$ cat src/rtl/core/elevation_grid_ground_split_unit_assert.svh
// ---------------------------------------------------------------------------
// Elevation grid ground split assertion macros
// Concurrent checks that vanish in synthesis builds.
// ---------------------------------------------------------------------------
`ifndef ELEVATION_GRID_GROUND_SPLIT_UNIT_ASSERT_SVH
`define ELEVATION_GRID_GROUND_SPLIT_UNIT_ASSERT_SVH

`ifndef SYNTHESIS
// same-cycle implication
`define EGS_ASSERT_SAME(label, clk, rst, ante, cons) \
  label: assert property (@(posedge clk) disable iff (rst) (ante) |-> (cons)) \
    else $error("elevation grid check failed");
// next-cycle implication
`define EGS_ASSERT_NEXT(label, clk, rst, ante, cons) \
  label: assert property (@(posedge clk) disable iff (rst) (ante) |=> (cons)) \
    else $error("elevation grid check failed");
`else
`define EGS_ASSERT_SAME(label, clk, rst, ante, cons)
`define EGS_ASSERT_NEXT(label, clk, rst, ante, cons)
`endif

`endif

$ cat src/rtl/core/egs_pkg.sv
// ---------------------------------------------------------------------------
// Elevation grid ground split package
// Shared widths, codes and bundles of the elevation grid unit.
// ---------------------------------------------------------------------------
`default_nettype none

package egs_pkg;

  localparam int COORD_BITS   = 32;
  localparam int CPM_BITS     = 24;
  localparam int DIM_BITS     = 9;
  localparam int THR_BITS     = 20;
  localparam int IDX_BITS     = 18;
  localparam int OUT_IDX_BITS = 16;
  localparam int CLASS_BITS   = 2;
  localparam int REG_IDX_BITS = 3;
  localparam int DIFF_BITS    = COORD_BITS + 1;
  localparam int PROD_BITS    = DIFF_BITS + CPM_BITS;
  localparam int Q_SHIFT      = 26;
  localparam int Q_BITS       = PROD_BITS - Q_SHIFT;

  localparam logic [COORD_BITS-1:0] MIN_RESET = 32'h7FFF_FFFF;

  localparam logic KIND_INSERT   = 1'b0;
  localparam logic KIND_CLASSIFY = 1'b1;

  localparam logic [CLASS_BITS-1:0] CLASS_GROUND   = 2'd0;
  localparam logic [CLASS_BITS-1:0] CLASS_OBSTACLE = 2'd1;
  localparam logic [CLASS_BITS-1:0] CLASS_SPARSE   = 2'd2;
  localparam logic [CLASS_BITS-1:0] CLASS_OUTSIDE  = 2'd3;

  localparam logic [REG_IDX_BITS-1:0] REG_ORIGIN_X         = 3'd0;
  localparam logic [REG_IDX_BITS-1:0] REG_ORIGIN_Y         = 3'd1;
  localparam logic [REG_IDX_BITS-1:0] REG_CELLS_PER_METRE  = 3'd2;
  localparam logic [REG_IDX_BITS-1:0] REG_GRID_COLUMNS     = 3'd3;
  localparam logic [REG_IDX_BITS-1:0] REG_GRID_ROWS        = 3'd4;
  localparam logic [REG_IDX_BITS-1:0] REG_GROUND_THRESHOLD = 3'd5;

  typedef struct packed {
    logic [COORD_BITS-1:0] origin_x;
    logic [COORD_BITS-1:0] origin_y;
    logic [CPM_BITS-1:0]   cells_per_metre;
    logic [DIM_BITS-1:0]   grid_columns;
    logic [DIM_BITS-1:0]   grid_rows;
    logic [THR_BITS-1:0]   ground_threshold;
  } egs_cfg_t;

  typedef struct packed {
    logic                outside;
    logic [IDX_BITS-1:0] idx;
  } egs_loc_t;

endpackage

`default_nettype wire

$ cat src/rtl/core/egs_map.sv
// ---------------------------------------------------------------------------
// Elevation grid coordinate mapper
// Four-stage pipeline from point x, y to linear cell index and range flag.
// ---------------------------------------------------------------------------
`default_nettype none

module egs_map #(
  parameter int MAX_CELLS = 65536
) (
  input  logic                                 clk,
  input  logic                                 rst,
  input  logic                                 in_valid,
  input  logic signed [egs_pkg::COORD_BITS-1:0] point_x,
  input  logic signed [egs_pkg::COORD_BITS-1:0] point_y,
  input  egs_pkg::egs_cfg_t                    cfg,
  output logic                                 out_valid,
  output egs_pkg::egs_loc_t                    loc
);

  import egs_pkg::*;

  logic [3:0] vld;

  logic [DIFF_BITS-1:0] diff_x;
  logic [DIFF_BITS-1:0] diff_y;
  logic                 neg_x1;
  logic                 neg_y1;
  logic [DIFF_BITS-1:0] mag_x1;
  logic [DIFF_BITS-1:0] mag_y1;

  logic                 neg_x2;
  logic                 neg_y2;
  logic [PROD_BITS-1:0] prod_x2;
  logic [PROD_BITS-1:0] prod_y2;

  logic [Q_BITS-1:0]    q_x;
  logic [Q_BITS-1:0]    q_y;
  logic [Q_BITS-1:0]    col_full;
  logic [Q_BITS-1:0]    row_full;
  logic                 bad_x;
  logic                 bad_y;
  logic                 over_x;
  logic                 over_y;

  logic                 outside3;
  logic [DIM_BITS-1:0]  col3;
  logic [DIM_BITS-1:0]  row3;

  logic [IDX_BITS-1:0]  idx_full;
  logic                 fits;

  always_ff @(posedge clk) begin
    if (rst) begin
      vld <= '0;
    end else begin
      vld <= {vld[2:0], in_valid};
    end
  end

  assign diff_x = {point_x[COORD_BITS-1], point_x} - {cfg.origin_x[COORD_BITS-1], cfg.origin_x};
  assign diff_y = {point_y[COORD_BITS-1], point_y} - {cfg.origin_y[COORD_BITS-1], cfg.origin_y};

  always_ff @(posedge clk) begin
    neg_x1 <= diff_x[DIFF_BITS-1];
    neg_y1 <= diff_y[DIFF_BITS-1];
    mag_x1 <= diff_x[DIFF_BITS-1] ? (~diff_x + DIFF_BITS'(1)) : diff_x;
    mag_y1 <= diff_y[DIFF_BITS-1] ? (~diff_y + DIFF_BITS'(1)) : diff_y;
  end

  always_ff @(posedge clk) begin
    neg_x2  <= neg_x1;
    neg_y2  <= neg_y1;
    prod_x2 <= PROD_BITS'(mag_x1) * PROD_BITS'(cfg.cells_per_metre);
    prod_y2 <= PROD_BITS'(mag_y1) * PROD_BITS'(cfg.cells_per_metre);
  end

  assign q_x      = prod_x2[PROD_BITS-1:Q_SHIFT];
  assign q_y      = prod_y2[PROD_BITS-1:Q_SHIFT];
  assign bad_x    = neg_x2 && (q_x != '0);
  assign bad_y    = neg_y2 && (q_y != '0);
  assign col_full = neg_x2 ? '0 : q_x;
  assign row_full = neg_y2 ? '0 : q_y;
  assign over_x   = col_full >= Q_BITS'(cfg.grid_columns);
  assign over_y   = row_full >= Q_BITS'(cfg.grid_rows);

  always_ff @(posedge clk) begin
    outside3 <= bad_x || bad_y || over_x || over_y;
    col3     <= col_full[DIM_BITS-1:0];
    row3     <= row_full[DIM_BITS-1:0];
  end

  assign idx_full = IDX_BITS'(row3) * IDX_BITS'(cfg.grid_columns) + IDX_BITS'(col3);
  assign fits     = 32'(idx_full) < 32'(MAX_CELLS);

  always_ff @(posedge clk) begin
    loc.outside <= outside3 || !fits;
    loc.idx     <= idx_full;
  end

  assign out_valid = vld[3];

endmodule

`default_nettype wire

$ cat config.mk
export PLATFORM = sky130hd
export DESIGN_NAME = egs_map
export DESIGN_NICKNAME = d
export VERILOG_FILES = /design/src/rtl/core/elevation_grid_ground_split_unit_assert.svh /design/src/rtl/core/egs_pkg.sv /design/src/rtl/core/egs_map.sv
export SDC_FILE = /design/constraint.sdc
export NUM_CORES = 2
export LEC_CHECK = 0
export BUFFER_PORTS_ARGS = -buffer_cell sky130_fd_sc_hd__buf_4
export CAP_MARGIN = 20
export CORE_ASPECT_RATIO = 0.9
export CORE_MARGIN = 4
export CORE_UTILIZATION = 45
export DETAILED_ROUTE_END_ITERATION = 8
export GPL_TIMING_DRIVEN = 0
export SLEW_MARGIN = 20
export SYNTH_ARGS = -nofsm -noshare
export SYNTH_HDL_FRONTEND = slang
export SYNTH_SLANG_ARGS = --single-unit
$ cat constraint.sdc
create_clock -name clk -period 9.8 [get_ports clk]
set_input_delay 0.49 -clock clk [delete_from_list [all_inputs] [get_ports clk]]
set_output_delay 0.49 -clock clk [all_outputs]
set_load 0.05 [all_outputs]
; Yosys cells after proc, flatten, opt, wreduce, memory -nomap -nowiden
; Cells that the tools add are included.
[word_totals]
wordCells = 42
register_bits = 226
in_bits = 193
out_inout_bits = 20
[op_classes]
mux = 4
multipliers = 3
addsub = 5
magnitude_cmp = 3
reduce_logical = 9
n_bitwise = 2
[op_table]
columns = operator, count
row1 = $mul A33 B24 Y57, 2
row2 = $add A33 B1 Y33 const B, 2
row3 = $not A33 Y33, 2
row4 = $sub A32 B32 Y33, 2
row5 = $mux W32, 2
row6 = $ge A31 B9 Y1, 2
row7 = $mux W31, 2
row8 = $reduce_bool A31 Y1, 2
row9 = $add A18 B9 Y18, 1
row10 = $lt A18 B17 Y1 const B, 1
row11 = $mul A9 B9 Y18, 1
row12 = $logic_or A1 B1 Y1, 4
row13 = $logic_and A1 B1 Y1, 2
row14 = $logic_not A1 Y1, 1

; Logic depth before layout (Yosys ltp)
[logic_depth]
word_depth = 5
mapped_depth = 28
depth_no_buf = 26

; Worst setup path after synthesis
; Ideal clock, no wire load.
[synth_path]
path_type = input to register
from = input cfg[41] in the netlist's numbering
to = register prod_y2[55]
setup_time_ns = 0.072
required_ns = 9.728
stages = 26
arrival_time_ns = 7.157
n_path_buf = 2
setup_slack_ns = 2.571
cell_sequence = clkbuf_1 > clkbuf_1 > nand2_1 > fa_1 > inv_1 > fa_1 > inv_1 > fa_1 > fa_1 > inv_1 > fa_1 > fa_1 > inv_1 > fa_1 > inv_1 > ha_1 > a21o_1 > a21o_1 > a2111oi_0 > nor4_1 > a2111oi_0 > o31ai_1 > a21oi_1 > o21ai_0 > o41ai_1 > xnor2_1
[synth_via]
elab_chain_len = 1
[synth_lines]
columns = element, line
row1 = start: declaration, egs_map.sv:15  ; input egs_pkg::egs_cfg_t cfg,
row2 = $mul A33 B24 Y57, egs_map.sv:74  ; prod_y2 <= PROD_BITS'(mag_y1) * PROD_BITS'(cfg.cells_per_metre);
row3 = end signal: assignment, egs_map.sv:74
row4 = end: declaration, egs_map.sv:34  ; logic [PROD_BITS-1:0] prod_y2;
; No other way between the ends.
; A chain may end at the register's enable or synchronous reset.

; Worst setup path in the final report
[layout_path]
from = input cfg[56] in the netlist's numbering
to = register prod_x2[55]
[layout_via]
elab_chain_len = 1
[layout_lines]
columns = element, line
row1 = $mul A33 B24 Y57, egs_map.sv:73  ; prod_x2 <= PROD_BITS'(mag_x1) * PROD_BITS'(cfg.cells_per_metre);
row2 = end signal: assignment, egs_map.sv:73
row3 = end: declaration, egs_map.sv:33  ; logic [PROD_BITS-1:0] prod_x2;
; No other way between the ends.

==> results.md <==
- The H-tree depth reported by CTS is 4.
- The shortest period the worst path allows is 9.47 ns.
- By startpoint and endpoint, the worst setup path is classified as primary input to register.
- The period utilization is 96.6%.
- The global routing usage summed across all routing layers is 31.1%.
- Based on the critical path, the design can be clocked at up to 106 MHz.
- The footprint of the multi-input gates is 51,000 sq um.
- The transition time of the tightest slew-check pin is 1.31 ns.
- The count of buffers from port buffering is 161.
- The average instance area after synthesis is 8.84 sq um.
- In the synthesized netlist, the cells that appear most often are inv_1 (1,660), fa_1 (1,415), nand2_1 (961).
- The post-synthesis cell count is 7,026.
- Measured against its own limit, the worst slew margin works out to 12.8%.
- Summed over all nets, the half-perimeter wirelength after detailed placement is 184 mm.
- The maximum buffer depth of the clock tree is 2.
- The final-report max-slew violation count came to 0.
- The clock tree from TritonCTS is yes.
- Buffers inserted during clock tree synthesis total 17.
- For this run, the register share of the synthesized area comes to 5.61%.
- The number of hold-slack violations in the final timing report was 0.
- From left edge to right edge, the die measures 400 um.
- The share of synthesized flip-flops with an asynchronous set or reset is 0%.
- The via count of the first global-routing pass was 50,700.
- Counting the fill cells in the layout gives 13,500.
- The first global-routing pass estimated 327 mm of wire.
- The most critical setup path has its startpoint at cfg[56].
- The met2 routed wirelength is 91.7 mm.
- Entering global routing, the biggest net connects 22 pins.
- The worst setup path is launched from a primary input.
- The total setup violations reported at the end of the flow is 0.
- Clock-pin slew was measured on the worst setup and hold paths at 0.09 ns.
- For the worst-skew pair, the clock arrives at the later sink with an insertion delay of 0.59 ns.
- The required time of the critical path is 10.24 ns.
- On the final layout, the worst clock skew is 0.0277 ns.
- In this run the worst setup path terminates at prod_x2[55].
- In the final layout, the share of cells above drive strength 1 is 4.39%.
- The most used flip-flop cell after synthesis is dfxtp_1.
- The cell area that synthesis handed to floorplanning was 62,100 sq um.
- After detailed routing, the number of remaining DRC violations is 0.
- The area added between synthesis and finish is 6.93%.
- The worst register-to-register path has a depth of 25.
- The initial utilization of the core area, before any placement, comes to 45.3%.
- In this run, distinct cell masters in the synthesized netlist total 98.
- The non-filler instance count after layout is 9,082.
- Counting tap cells, the placed design contains a total of 9,023 instances.
- The count of state elements after synthesis is 174.
- Max-cap violations in this run came to 0.
- The per-cell via count in the routed design is 5.38.
- The synthesized netlist net count is 9,129.
- The type of destination of the critical path is a register.
- The cell with the most instances after synthesis is inv_1.
- The count of nets after finishing is 9,312.
- The die height is 360 um.
- The run finished with clean final reports.
- The top layer reached by signal wires is met5.
- Setup repair after global routing left no endpoint under its margin.
- The worst hold slack is 0.0842 ns.
- The initialized floorplan defines 129 standard-cell rows.
- In this run the clock root is driven by a clkbuf_16.
- The total I/O pin count is 213.
- Global routing finished with a remaining overflow of 0.
- At the placement stage, the worst setup path has a slack of -0.810 ns.
- Once routing completed, OpenROAD measured the worst setup slack at 0.328 ns.
- For this block, wires on met1 add up to 88.2 mm.
- The clock sink total is 174.
- The remaining number of nets flagged by the antenna check after routing is 0.
- The area enclosed by the die boundary is 144,000 sq um.
- Of all nets on the critical path, the largest fanout is 10.
- The share of Yosys cell area claimed by the top area cell type is 45.6%.
- The slack of the worst reg-to-reg path is 0.39 ns.
- The final routed wirelength across all metal layers is 218 mm.
- The worst hold-check path type is primary input to register.
- After synthesis, the cell types taking the most area are fa_1 (46%), inv_1 (10%), ha_1 (10%).
- The startpoint identified for the worst register-to-register timing path is mag_y1[10].
- The number of antenna violations at the first check in global routing came to 29.
- The largest total area in the synthesized netlist belongs to fa_1.
- The core area is 137,000 sq um.
- The endpoint arrival time on the critical path is 9.91 ns.
- The count of yosys warnings during synthesis is 0.
- The first routing iteration left 4,414 violations.
- The global placement routability congestion is 1.01.
- Yosys mapped a number of flops with a built-in enable equal to 0.
- The pre-antenna-repair detailed-routing pass consisted of 6 iterations.
- The wire length on met3 is 28.4 mm.
- The area taken by flip-flops and latches is 3480 sq um.
- The endpoint of the worst-slack reg-to-reg timing path is prod_y2[56].
- The vias after detailed routing is 48,900.
- In the final routed layout, each cell accounts on average for 24.0 um.
[how the worst min path moves through the flow]
stage | to | cells past startpoint | slack, ns | from
2_1_floorplan | neg_x2 | 0 | 0.31 | neg_x1
3_3_place_gp | neg_x2 | 0 | 0.32 | neg_x1
3_5_place_dp | neg_x2 | 0 | 0.32 | neg_x1
4_1_cts | vld[0] | 2 | 0.03 | rst
5_1_grt | vld[0] | 2 | 0.06 | rst
6_report | vld[1] | 2 | 0.08 | rst
[sequential cells by signal, summed over array words and instances, names as in the netlist]
register and count:
vld 4, outside3 1, neg_y2 1, prod_y2 31, row3 9, neg_y1 1
prod_x2 31, col3 9, neg_x1 1, loc 19, mag_x1 33, mag_y1 33
neg_x2 1
[cell families after synthesis]
kind of cell / synth area share, %
XOR/XNOR: 2.62
buffers and inverters: 12.3
adder cells (fa/ha/maj): 55.6
AO/OA/AOI/OAI: 5.99
multiplexers: 0.0645
AND/OR/NAND/NOR: 17.8
flip-flops: 5.61
[cell type report]
type                            instances  area share (%)
Inverter                             1661            9.39
Clock buffer                           17           0.641
Timing Repair Buffer                  164            1.87
Sequential cell                       174            5.25
Tap cell                             1834            3.46
Multi-Input combinational cell       4837            76.8
Buffer                                354            2.18
Antenna cell                           26          0.0980
Clock inverter                         15           0.317
[worst max-delay path: stages]
cell and delay, ns:
clkbuf_1 0.83, clkbuf_1 0.99, nand2_1 0.27, fa_1 0.62, inv_1 0.06, fa_1 0.55, fa_1 0.44, fa_1 0.58
fa_1 0.47, fa_1 0.49, inv_1 0.05, fa_1 0.47, inv_1 0.04, ha_1 0.30, nand3_1 0.14, nor3_1 0.42
nand2_1 0.09, a21oi_1 0.37, o21ai_0 0.23, nand2b_1 0.44, a311oi_1 0.29, nor4_1 0.85, or2_2 0.28, o311ai_0 0.12
[cell usage in the layout, fill, tap and decap left out, drive strengths merged, types with 7 or more instances in the layout]
cell        n
a211oi     21
dfxtp     174
a31oi      23
a2111oi     7
and3       18
o21a       14
nor4       26
ha        495
nor2b      43
a21o       87
or3        16
and4        9
nand3      51
xor2       58
nor3       39
clkinv     10
inv      1665
a221oi      7
o21bai     11
nand2     961
or2        10
and2      839
o31ai      23
xnor2     126
clkbuf    342
o41ai       8
a311oi      8
o21ai     105
a21oi     156
nor2      109
nand2b     18
nand4      29
fa       1415
diode      26
buf       193
o211ai     23
[layer usage]
layer  up-vias  global-route usage, %
met4        18                   11.6
met1     24800                   42.3
met3       466                   11.3
li1      21200                      -
met5         -                  0.529
met2      2396                   45.3
[per-stage QoR]
step           TNS (ns)  cell area (sq um)  utilization (%)
3_3_place_gp     -14.47              65600             47.8
2_1_floorplan         0              62100                -
3_5_place_dp      -5.60              65600             47.8
5_1_grt               0              66300             48.3
6_report              0              66400             48.4
4_1_cts               0              66300             48.3
[timing repair]
action                     CTS  global route
buffers inserted             0             0
setup endpoints to repair    3             5
hold buffers                 0             0
gates resized for setup      1             5
hold endpoints to repair     0             0
Power is left out: the tool's default activity adds up to more than one toggle a clock period on the data nets, which glitch-free logic cannot reach.
